==> config.mk <==
export PLATFORM = sky130hd
export DESIGN_NAME = sector_deblocking_buffer_unit
export DESIGN_NICKNAME = d
export VERILOG_FILES = /design/src/rtl/sdb_pkg.sv /design/src/rtl/sector_deblocking_buffer_unit.sv /design/src/rtl/sdb_step.sv
export SDC_FILE = /design/constraint.sdc
export NUM_CORES = 1
export LEC_CHECK = 0
export BUFFER_PORTS_ARGS = -buffer_cell sky130_fd_sc_hd__buf_2
export CAP_MARGIN = 25
export CORE_MARGIN = 5
export CORE_UTILIZATION = 44
export CTS_CLUSTER_SIZE = 28
export DETAILED_ROUTE_END_ITERATION = 12
export HOLD_SLACK_MARGIN = 0.06
export PLACE_DENSITY = 0.58
export SLEW_MARGIN = 20
export SYNTH_ARGS = -nofsm -noshare
export SYNTH_HDL_FRONTEND = slang
export SYNTH_SLANG_ARGS = --single-unit
==> constraint.sdc <==
create_clock -name clk -period 7.63 [get_ports clk]
set_input_delay 0.763 -clock clk [delete_from_list [all_inputs] [get_ports clk]]
set_output_delay 0.763 -clock clk [all_outputs]
set_load 0.02 [all_outputs]
==> src/rtl/sdb_pkg.sv <==
// shared types, codes and constants of the sector deblocking buffer
package sdb_pkg;

    localparam int DISK_W   = 4;
    localparam int TRACK_W  = 16;
    localparam int RECORD_W = 8;
    localparam int SECTOR_W = 6;
    localparam int RUN_W    = 4;
    localparam int RUNREC_W = 16;
    localparam int RPT_W    = 8;
    localparam int OFFSET_W = 32;
    localparam int BOFF_W   = 9;
    localparam int PROD_W   = TRACK_W + RPT_W;

    localparam logic [RPT_W-1:0] RPT_RESET   = 8'd80;
    localparam logic [RUN_W-1:0] UNALLOC_RUN = 4'd15;

    typedef enum logic [1:0] {
        ACT_WRITE_BACK = 2'd0,
        ACT_FILL       = 2'd1,
        ACT_TRANSFER   = 2'd2,
        ACT_SAVE       = 2'd3
    } action_t;

    localparam logic [1:0] WTYPE_ALLOC     = 2'd0;
    localparam logic [1:0] WTYPE_DIRECTORY = 2'd1;
    localparam logic [1:0] WTYPE_UNALLOC   = 2'd2;

    typedef struct packed {
        logic                mode;
        logic [DISK_W-1:0]   disk;
        logic [TRACK_W-1:0]  track;
        logic [RECORD_W-1:0] record;
        logic [1:0]          write_type;
    } req_t;

    typedef struct packed {
        logic                buf_valid;
        logic [DISK_W-1:0]   buf_disk;
        logic [TRACK_W-1:0]  buf_track;
        logic [SECTOR_W-1:0] buf_sector;
        logic                buf_dirty;
        logic [RUN_W-1:0]    run_count;
        logic [DISK_W-1:0]   run_disk;
        logic [TRACK_W-1:0]  run_track;
        logic [RUNREC_W-1:0] run_record;
    } state_t;

    typedef struct packed {
        logic [3:0]          mask;
        logic [DISK_W-1:0]   disk;
        logic [OFFSET_W-1:0] offset;
        logic [DISK_W-1:0]   old_disk;
        logic [OFFSET_W-1:0] old_offset;
        logic [BOFF_W-1:0]   buffer_offset;
        logic                direction;
    } plan_t;

endpackage

==> src/rtl/sector_deblocking_buffer_unit.sv <==
// top level of the sector deblocking buffer
// Each record request yields one to four actions on the result stream, one per
// cycle unless m_tready holds them, in the order write-back, fill, transfer, save;
// the last one carries tlast. A request is registered, decided combinationally
// and its actions held in a plan register that the result side drains, one
// action per result handshake. The next request is taken while the current plan
// is still being drained.
module sector_deblocking_buffer_unit
#(
    parameter logic [sdb_pkg::RUN_W-1:0] UNALLOC_RUN = sdb_pkg::UNALLOC_RUN
)
(
    input  logic        clk,
    input  logic        rst_n,
    input  logic        cfg_wr_en,
    input  logic [7:0]  cfg_wr_data,   // records_per_track
    input  logic        s_tvalid,
    output logic        s_tready,
    input  logic [31:0] s_tdata,       // disk, track, record, write_type
    input  logic        s_tuser,       // mode
    output logic        m_tvalid,
    input  logic        m_tready,
    output logic [47:0] m_tdata,       // target_disk, byte_offset, buffer_offset, direction
    output logic [1:0]  m_tuser,       // action
    output logic        m_tlast
);

    logic [sdb_pkg::RPT_W-1:0] rpt_reg;
    logic                      in_valid_reg;
    sdb_pkg::req_t             req_reg;
    sdb_pkg::req_t             req_in;
    sdb_pkg::state_t           state_reg;
    sdb_pkg::state_t           state_next;
    sdb_pkg::plan_t            plan_reg;
    sdb_pkg::plan_t            step_plan;
    logic [3:0]                mask_next;
    sdb_pkg::action_t          cur_act;
    logic                      out_fire;
    logic                      plan_free;
    logic                      plan_load;
    logic                      single;

    always_ff @(posedge clk or negedge rst_n)
    begin
        if (!rst_n)
            rpt_reg <= sdb_pkg::RPT_RESET;
        else if (cfg_wr_en)
            rpt_reg <= cfg_wr_data;
    end

    assign req_in.mode       = s_tuser;
    assign req_in.disk       = s_tdata[3:0];
    assign req_in.track      = s_tdata[19:4];
    assign req_in.record     = s_tdata[27:20];
    assign req_in.write_type = s_tdata[29:28];

    // action selection from the plan
    always_comb
    begin
        if (plan_reg.mask[sdb_pkg::ACT_WRITE_BACK])
            cur_act = sdb_pkg::ACT_WRITE_BACK;
        else if (plan_reg.mask[sdb_pkg::ACT_FILL])
            cur_act = sdb_pkg::ACT_FILL;
        else if (plan_reg.mask[sdb_pkg::ACT_TRANSFER])
            cur_act = sdb_pkg::ACT_TRANSFER;
        else
            cur_act = sdb_pkg::ACT_SAVE;
        mask_next          = plan_reg.mask;
        mask_next[cur_act] = 1'b0;
    end

    assign single    = (mask_next == 4'b0);
    assign m_tvalid  = (plan_reg.mask != 4'b0);
    assign out_fire  = m_tvalid && m_tready;
    assign plan_free = !m_tvalid || (out_fire && single);
    assign plan_load = in_valid_reg && plan_free;
    assign s_tready  = !in_valid_reg || plan_load;

    sdb_step
    #(
        .UNALLOC_RUN       (UNALLOC_RUN)
    )
    u_step
    (
        .req               (req_reg),
        .cur               (state_reg),
        .records_per_track (rpt_reg),
        .nxt               (state_next),
        .plan              (step_plan)
    );

    always_ff @(posedge clk or negedge rst_n)
    begin
        if (!rst_n)
        begin
            in_valid_reg <= 1'b0;
            state_reg    <= '0;
            plan_reg     <= '0;
        end
        else
        begin
            if (s_tready)
                in_valid_reg <= s_tvalid;
            if (plan_load)
            begin
                state_reg <= state_next;
                plan_reg  <= step_plan;
            end
            else if (out_fire)
            begin
                plan_reg.mask <= mask_next;
            end
        end
    end

    always_ff @(posedge clk)
    begin
        if (s_tready && s_tvalid)
            req_reg <= req_in;
    end

    always_comb
    begin
        m_tuser = cur_act;
        m_tlast = single;
        m_tdata = '0;
        case (cur_act)
            sdb_pkg::ACT_WRITE_BACK:
            begin
                m_tdata[3:0]  = plan_reg.old_disk;
                m_tdata[35:4] = plan_reg.old_offset;
            end
            sdb_pkg::ACT_TRANSFER:
            begin
                m_tdata[3:0]   = plan_reg.disk;
                m_tdata[35:4]  = plan_reg.offset;
                m_tdata[44:36] = plan_reg.buffer_offset;
                m_tdata[45]    = plan_reg.direction;
            end
            default:
            begin
                m_tdata[3:0]  = plan_reg.disk;
                m_tdata[35:4] = plan_reg.offset;
            end
        endcase
    end

`ifndef SYNTHESIS
    a_plan_has_transfer: assert property (@(posedge clk) disable iff (!rst_n)
        plan_load |=> plan_reg.mask[sdb_pkg::ACT_TRANSFER])
        else $error("loaded plan without record transfer");

    a_last_is_final: assert property (@(posedge clk) disable iff (!rst_n)
        (m_tvalid && m_tlast) |->
            (m_tuser == sdb_pkg::ACT_TRANSFER || m_tuser == sdb_pkg::ACT_SAVE))
        else $error("tlast on an action before the transfer");

    a_save_cleans: assert property (@(posedge clk) disable iff (!rst_n)
        (plan_load && step_plan.mask[sdb_pkg::ACT_SAVE]) |=> !state_reg.buf_dirty)
        else $error("buffer dirty after directory save");
`endif

endmodule

==> src/rtl/sdb_step.sv <==
// per-request decision logic: run tracker, tag compare, action set and offsets
module sdb_step
#(
    parameter logic [sdb_pkg::RUN_W-1:0] UNALLOC_RUN = sdb_pkg::UNALLOC_RUN
)
(
    input  sdb_pkg::req_t                 req,
    input  sdb_pkg::state_t               cur,
    input  logic [sdb_pkg::RPT_W-1:0]     records_per_track,
    output sdb_pkg::state_t               nxt,
    output sdb_pkg::plan_t                plan
);

    logic                              wr;
    logic                              fill;
    logic                              miss;
    logic                              advance;
    logic                              save;
    logic [sdb_pkg::SECTOR_W-1:0]      sec;
    logic [sdb_pkg::RUNREC_W-1:0]      base_record;
    logic [sdb_pkg::TRACK_W-1:0]       base_track;
    logic [sdb_pkg::RUNREC_W-1:0]      rec_inc;
    logic [sdb_pkg::PROD_W-1:0]        new_prod;
    logic [sdb_pkg::PROD_W-1:0]        old_prod;

    assign wr  = req.mode;
    assign sec = req.record[sdb_pkg::RECORD_W-1:2];

    // run tracker
    always_comb
    begin
        nxt         = cur;
        fill        = 1'b1;
        advance     = 1'b0;
        base_record = cur.run_record;
        base_track  = cur.run_track;
        if (!wr)
        begin
            nxt.run_count = '0;
        end
        else if (req.write_type == sdb_pkg::WTYPE_UNALLOC)
        begin
            nxt.run_count = UNALLOC_RUN;
            nxt.run_disk  = req.disk;
            base_record   = sdb_pkg::RUNREC_W'(req.record);
            base_track    = req.track;
            advance       = 1'b1;
            fill          = 1'b0;
        end
        else if (cur.run_count != '0)
        begin
            if (cur.run_disk != req.disk || cur.run_track != req.track ||
                cur.run_record != sdb_pkg::RUNREC_W'(req.record))
            begin
                nxt.run_count = '0;
            end
            else
            begin
                nxt.run_count = cur.run_count - sdb_pkg::RUN_W'(1);
                advance       = 1'b1;
                fill          = 1'b0;
            end
        end

        rec_inc = base_record + sdb_pkg::RUNREC_W'(1);
        if (advance)
        begin
            if (rec_inc == sdb_pkg::RUNREC_W'(records_per_track))
            begin
                nxt.run_record = '0;
                nxt.run_track  = base_track + sdb_pkg::TRACK_W'(1);
            end
            else
            begin
                nxt.run_record = rec_inc;
                nxt.run_track  = base_track;
            end
        end

        // buffer tag and dirty mark
        miss = !cur.buf_valid || cur.buf_disk != req.disk ||
               cur.buf_track != req.track || cur.buf_sector != sec;
        save = wr && (req.write_type == sdb_pkg::WTYPE_DIRECTORY);
        if (miss)
        begin
            nxt.buf_valid  = 1'b1;
            nxt.buf_disk   = req.disk;
            nxt.buf_track  = req.track;
            nxt.buf_sector = sec;
            nxt.buf_dirty  = 1'b0;
        end
        if (save)
            nxt.buf_dirty = 1'b0;
        else if (wr)
            nxt.buf_dirty = 1'b1;
    end

    assign new_prod = sdb_pkg::PROD_W'(req.track) * sdb_pkg::PROD_W'(records_per_track);
    assign old_prod = sdb_pkg::PROD_W'(cur.buf_track) * sdb_pkg::PROD_W'(records_per_track);

    always_comb
    begin
        plan                               = '0;
        plan.mask[sdb_pkg::ACT_WRITE_BACK] = miss && cur.buf_valid && cur.buf_dirty;
        plan.mask[sdb_pkg::ACT_FILL]       = miss && fill;
        plan.mask[sdb_pkg::ACT_TRANSFER]   = 1'b1;
        plan.mask[sdb_pkg::ACT_SAVE]       = save;
        plan.disk          = req.disk;
        plan.offset        = sdb_pkg::OFFSET_W'({new_prod, 7'b0}) +
                             sdb_pkg::OFFSET_W'({sec, 9'b0});
        plan.old_disk      = cur.buf_disk;
        plan.old_offset    = sdb_pkg::OFFSET_W'({old_prod, 7'b0}) +
                             sdb_pkg::OFFSET_W'({cur.buf_sector, 9'b0});
        plan.buffer_offset = {req.record[1:0], 7'b0};
        plan.direction     = wr;
    end

endmodule

==> key figures, run 1 <==
Finish
  • Nets: 2376
  • Synth-to-layout area growth: 7.28%
  • Max FFs per register: 68
  • Most common cell after layout, fill and taps aside: nand2_1
  • Share of layout cells above drive strength 1: 0.108
  • Post-route cell area: 19900 µm²
  • Number of diodes: 0
  • Most frequent cells in the layout: nand2_1 (246), and2_1 (224), inv_1 (205)

Placed design
  • RePlAce Congestion: 0.867
  • Placement Cell Area: 19200 µm²
  • Worst slack, placed: 1020 ps
  • Port Buf Inserts: 80
  • Dpl hpwl: 36100 µm

Logic synthesis
  • Compound-gate portion of the synthesized area: 0.111
  • Post-synth top flop: dfrtp_1
  • Seq/Total Area, Yosys: 0.242
  • Post-synthesis simple-gate area fraction: 0.203
  • Mux cell area share after synthesis: 0.0497
  • Synthesized area: 18600 µm²
  • Asr flop ratio synth: 0.821
  • FF+latch count, synth: 173
  • Post-synthesis adder-cell area fraction: 0.253
  • Yosys cell types: 86
  • Post-Synthesis Cells: 2065
  • Synth Area in XOR/XNOR: 0.0651
  • Syn Area/Cell: 8.98 µm²
  • EDFF count, synth: 31
  • Yosys warnings: 0
  • Largest family of logic cells by synthesized area: adder cells

CTS
  • CTS tree: built
  • Hold Buf Count CTS: 0
  • CTS Buf Count: 17
  • Worst-skew pair later-pin latency: 470 ps
  • Post-CTS setup buffers: 0
  • Resized cells post-CTS: 0
  • CTS H-tree lvls: 4
  • Maximum root-to-sink buffer count: 2
  • Clk root buf: clkbuf_16
  • Clk slew on worst S/H paths: 80 ps
  • Clock Sinks: 173

Route
  • Pre-antenna DRT Iters: 5
  • Residual DRC: 0
  • Detail-routed net length per standard cell: 18.6 µm
  • Via count: 14.3k
  • Via density: 5.47
  • DRT Wirelength: 48400 µm
  • Routed Antenna Nets: 0
  • 1st-iter DRT viols: 829

Global routing
  • First-pass GRT wire length: 79400 µm
  • GRT met3 Usage: 0.0363
  • Largest net degree at the start of global routing: 96
  • Vias in the first global route: 14.7k
  • Overflow after GRT: 0
  • Initial antenna violation count: 1
  • Busiest grt layer: met2
  • GRT Total Usage: 0.213
  • Met1 Use GR: 0.288
  • Met2 usage: 0.356

STA
  • Fmax: 150 MHz
  • Final worst path period share: 0.874
  • Unrepaired setup endpoints after global routing: false
  • Final Critical Period: 6670 ps
  • Clock skew: 14.4 ps
  • TNS Setup: 0 ps
  • Setup violators final: 0
  • Final Max Tran Viols: 0
  • Final worst-path setup slack: 960 ps
  • Worst slew pin tran: 1000 ps
  • Slew margin rel.: 0.333
  • Endpoints failing hold: 0

Worst setup path
  • Crit-path cells: nand2_1 -> fa_1 -> fa_1 -> inv_1 -> fa_1 -> inv_1 -> fa_1 -> inv_1 -> ha_1 -> a21o_1 -> a221oi_1 -> xnor2_1 -> o2111ai_1 -> a2111o_1 -> nand4b_1 -> nor4b_2 -> xor2_1 -> o21ai_1
  • Crit path max-delay family: adder cells
  • Crit path required time: 7940 ps
  • Slowest CP cell: dfrtp_1
  • Crit-path max cell delay: 1000 ps
  • CP most frequent cell: fa_1
  • WP buf/inv: 3
  • Largest fanout on the critical path: 23
  • Crit path capture type: flop
  • CP Class: flop to flop
  • Worst EP arrival: 6980 ps
  • Critical path startpoint category: flop

Die
  • Starting Density: 0.443
  • Number of I/O pins: 99
  • Die height: 215 µm
  • Core area: 41900 µm²
  • Total die area: 46400 µm²
  • Die X: 215 µm
  • Rows: 75

Job
  • Max-cap violations: 0

Worst hold path
  • Worst min path class: input port to async pin

Outcome
  • Status: complete, no violations
-- layer usage --
metal	part of all wire	up-vias
li1	-	6778
met1	0.45	7131
met2	0.48	300
met3	0.045	60
met4	0.024	0
met5	0	-
-- final cells by class --
type                    instances  area, µm²
clock buffers                  19        454
clock inverters                13        165
fillers                      4085      21900
inverters                     205        769
multi-input cells            1554      12700
flip-flops and latches        173       4490
well taps                     539        674
repair buffers                106        626
-- worst reg2reg max path, delay by kind of cell (launching register included) --
kind / cells / cell delay [ps]
compound gates: 5 / 1630
xor+xnor: 2 / 470
fa+ha+maj: 5 / 2410
buf+inv: 3 / 140
flops: 1 / 1000
simple gates: 3 / 850
-- synthesized netlist by cell type, types with 4 or more instances --
cell / number / share of area
a21oi_1: 65 / 0.018
clkbuf_1: 111 / 0.022
nor3b_1: 6 / 0.0024
nor3_1: 35 / 0.0094
a31oi_1: 7 / 0.0024
nor2_1: 66 / 0.013
o21a_1: 9 / 0.0036
xor2_1: 50 / 0.024
o31ai_1: 15 / 0.0061
nand2_1: 246 / 0.050
a2111o_1: 4 / 0.0024
a21boi_0: 6 / 0.0024
fa_1: 170 / 0.18
and2_1: 224 / 0.076
a211oi_1: 14 / 0.0057
buf_4: 17 / 0.0069
dfrtp_1: 140 / 0.19
a311oi_1: 7 / 0.0033
and4_1: 5 / 0.0024
edfxtp_1: 31 / 0.050
nand2b_1: 10 / 0.0034
mux2i_1: 22 / 0.012
buf_2: 10 / 0.0027
a221oi_1: 4 / 0.0019
nand3_1: 41 / 0.011
ha_1: 103 / 0.069
inv_1: 205 / 0.041
or2_2: 4 / 0.0013
mux2_2: 61 / 0.037
o21ai_0: 101 / 0.027
o21bai_1: 5 / 0.0020
o21ai_1: 5 / 0.0013
or3_1: 5 / 0.0017
a211o_1: 4 / 0.0019
buf_1: 9 / 0.0018
nand4_1: 27 / 0.0091
nand3b_1: 5 / 0.0020
a21o_1: 22 / 0.0089
o211ai_1: 7 / 0.0028
xnor2_1: 88 / 0.042
nor4_1: 9 / 0.0030
and3_1: 15 / 0.0051
nor2b_1: 8 / 0.0027
o211a_1: 6 / 0.0032
-- kinds of logic (layout without fill, tap and decap cells) --
group | Yosys count | after routing
mux | 84 | 84
simple gates | 725 | 725
flops | 173 | 173
xor+xnor | 138 | 138
buf+inv | 353 | 343
other cells | 1 | 16
compound gates | 317 | 317
fa+ha+maj | 274 | 274
-- through the flow --
step                cells  hold slack, ps   util
floorplan            2080             438      -
global placement     2575             454  0.460
detailed placement   2575             460  0.460
CTS                  2607             318  0.475
global route         2609             341  0.476
finish               2609             280  0.476
-- worst paths after layout --
check	from	endpoint	slack, ps	cells past startpoint
min in group clk	s_tdata[13]	req_reg[19]	470	1
setup reg to reg	rpt_reg[3]	plan_reg[40]	960	18
hold reg to reg	plan_reg[44]	plan_reg[44]	470	2
hold / removal	rst_n	plan_reg[22]	280	1
setup / recovery	rpt_reg[3]	plan_reg[40]	960	18
max in group asynchronous	rst_n	rpt_reg[4]	6150	3
Power of run 1 is not shown: default switching activity piles up to over one toggle a cycle in this logic, so the estimate is an artifact.
==> run 2: changes to the inputs <==
==> constraint.sdc (replaced) <==
create_clock -name clk -period 7.63 [get_ports clk]
set_input_delay 0.3815 -clock clk [delete_from_list [all_inputs] [get_ports clk]]
set_output_delay 0.3815 -clock clk [all_outputs]
set_load 0.02 [all_outputs]
==> run 2 against run 1 <==
  * Register-to-register slack improved by 230 ps
  * Global-route usage rose by 0.19 points
  * Core utilization rose by 0.44 points
  * Final cell count grew 0.88%
  * Sequential cell count did not move
  * Worst setup slack improved by 230 ps
  * Clock skew rose by 1.7 ps
  * First-iteration DRC count up 5.8%
  * Cell area grew 0.92%
  * Sequential share of layout area shrank 0.21 points
  * Non-clock buffer count is 23 higher
==> key figures, run 2 (synthesis gave the netlist of run 1 again) <==
Finish
  • Non-Filler Instances: 2632 (+0.88%)
  • Most common cell after layout, fill and taps aside: nand2_1
  • Number of diodes: 0 (unchanged)
  • Filler Cells Inserted: 3998 (-2.1%)
  • Max FFs per register: 68 (unchanged)
  • Share of layout cells above drive strength 1: 0.106 (-0.00214)
  • Most frequent cells in the layout: nand2_1 (246), and2_1 (224), inv_1 (205)
  • Nets: 2399 (+0.97%)
  • Synth-to-layout area growth: 8.27%

Route
  • Routed Antenna Nets: 0 (unchanged)
  • Detail-routed net length per standard cell: 18.5 µm (-0.24%)
  • DRT Wirelength: 48700 µm (+0.64%)
  • Via count: 14.4k (+0.65%)
  • 1st-iter DRT viols: 877 (+5.8%)
  • Via density: 5.46 (-0.23%)
  • Residual DRC: 0 (unchanged)
  • Pre-antenna DRT Iters: 5 (unchanged)

Placed design
  • Placed insts: 2575 (unchanged)
  • Port Buf Inserts: 80 (unchanged)
  • RePlAce Congestion: 0.860 (-0.84%)
  • Dpl hpwl: 36300 µm (+0.76%)

Global routing
  • GRT Total Usage: 0.215 (+0.00193)
  • Vias in the first global route: 14.7k (-0.055%)
  • Busiest grt layer: met2
  • Met2 usage: 0.358 (+0.00222)
  • GRT met3 Usage: 0.0383 (+0.00197)
  • First-pass GRT wire length: 79900 µm (+0.59%)
  • Overflow after GRT: 0 (unchanged)
  • Largest net degree at the start of global routing: 84 (-13%)
  • Initial antenna violation count: 0 (-1)
  • Met1 Use GR: 0.290 (+0.00197)

STA
  • Fmax: 155 MHz (+3.5%)
  • Clock skew: 16.1 ps (+1.68 ps)
  • TNS Setup: 0 ps (unchanged)
  • Endpoints failing hold: 0 (unchanged)
  • Final worst path period share: 0.844 (-0.0299)
  • Final Max Tran Viols: 0 (unchanged)
  • Slew margin rel.: 0.355 (+0.0222)
  • Unrepaired setup endpoints after global routing: false
  • Setup violators final: 0 (unchanged)
  • Worst slew pin tran: 968 ps (-33.2 ps)
  • Final Critical Period: 6440 ps (-228 ps)

CTS
  • Clk root buf: clkbuf_16
  • Worst-skew pair later-pin latency: 480 ps (about the same)
  • Clock Sinks: 173 (unchanged)
  • CTS tree: built
  • CTS H-tree lvls: 4 (unchanged)
  • Maximum root-to-sink buffer count: 2 (unchanged)
  • CTS Buf Count: 17 (unchanged)
  • Post-CTS setup buffers: 0 (unchanged)
  • Clk slew on worst S/H paths: 70 ps (about the same)

Worst setup path
  • Worst EP arrival: 6820 ps (-160 ps)
  • Crit path capture type: flop
  • Critical path startpoint category: flop
  • Crit path required time: 8000 ps (+60 ps)
  • Largest fanout on the critical path: 6 (-74%)
  • CP Class: flop to flop

Die
  • Rows: 75 (unchanged)
  • Total die area: 46400 µm² (unchanged)
  • Number of I/O pins: 99 (unchanged)
  • Core area: 41900 µm² (unchanged)
  • Die X: 215 µm (unchanged)
  • Die height: 215 µm (unchanged)
  • Starting Density: 0.443 (unchanged)

Job
  • Max-cap violations: 0 (unchanged)

Worst hold path
  • Worst min path class: input port to flop

Outcome
  • Status: complete, no violations
run 2: cell types whose count changed in the layout (fill, tap and decap cells not counted), moves of 2 or more:
cell | before | now
inv_6 | 5 | 2
dlygate4sd3_1 | 0 | 25
clkbuf_8 | 0 | 4
clkinv_2 | 0 | 2
run 2: repair_timing:
item,CTS,global route
hold buffers,25,0
hold endpoints to repair,93,0
gates resized for setup,0,0
run 2: metrics by stage:
| stage | utilization | hold WS [ps] | cell area, µm² | setup WS (ps) |
|---|---|---|---|---|
| global placement | 0.460 | 453 | 19200 | 1190 |
| floorplan | - | 85.9 | 18600 | 1790 |
| detailed placement | 0.460 | 456 | 19200 | 1160 |
| finish | 0.480 | 90.8 | 20100 | 1190 |
| CTS | 0.480 | 60.4 | 20100 | 1140 |
| global route | 0.480 | 71.2 | 20100 | 810 |
run 2: path summary, 6_finish.rpt:
kind / from / end / slack (ps) / cells after the start
max: rpt_reg[6] / plan_reg[41] / 1190 / 18
min in group asynchronous: rst_n / plan_reg[23] / 450 / 2
max in group asynchronous: rst_n / plan_reg[82] / 5990 / 3
min reg2reg: plan_reg[62] / plan_reg[62] / 470 / 2
min: s_tdata[25] / req_reg[7] / 90 / 1
max reg2reg: rpt_reg[6] / plan_reg[41] / 1190 / 18
run 2: critical path: stages (launching register included):
cell and delay, ps:
dfstp_2 620, nand2_1 90, fa_1 510, fa_1 540, inv_1 50, fa_1 530, inv_1 50, fa_1 530
inv_1 40, ha_1 370, a21o_1 210, a221oi_1 510, xnor2_1 280, o2111ai_1 270, a2111oi_1 860, and4_1 360
nor2b_1 230, nand2_1 80, o31ai_1 200
run 2: layout make-up:
class | count | area (µm²) | area share
Multi-Input combinational cell | 1554 | 12700 | 0.634
Sequential cell | 173 | 4490 | 0.223
Timing Repair Buffer | 129 | 841 | 0.0419
Inverter | 205 | 769 | 0.0383
Tap cell | 539 | 674 | 0.0336
Clock buffer | 22 | 484 | 0.0241
Clock inverter | 10 | 104 | 0.00517
run 2: layer usage:
metal	wire (µm)	vias to the layer above	share of wire
met3	2220	45	0.045
li1	-	6833	-
met4	881	0	0.018
met1	22200	7190	0.46
met2	23400	294	0.48
met5	0	-	0
Power of run 2 is left out for the same reason.
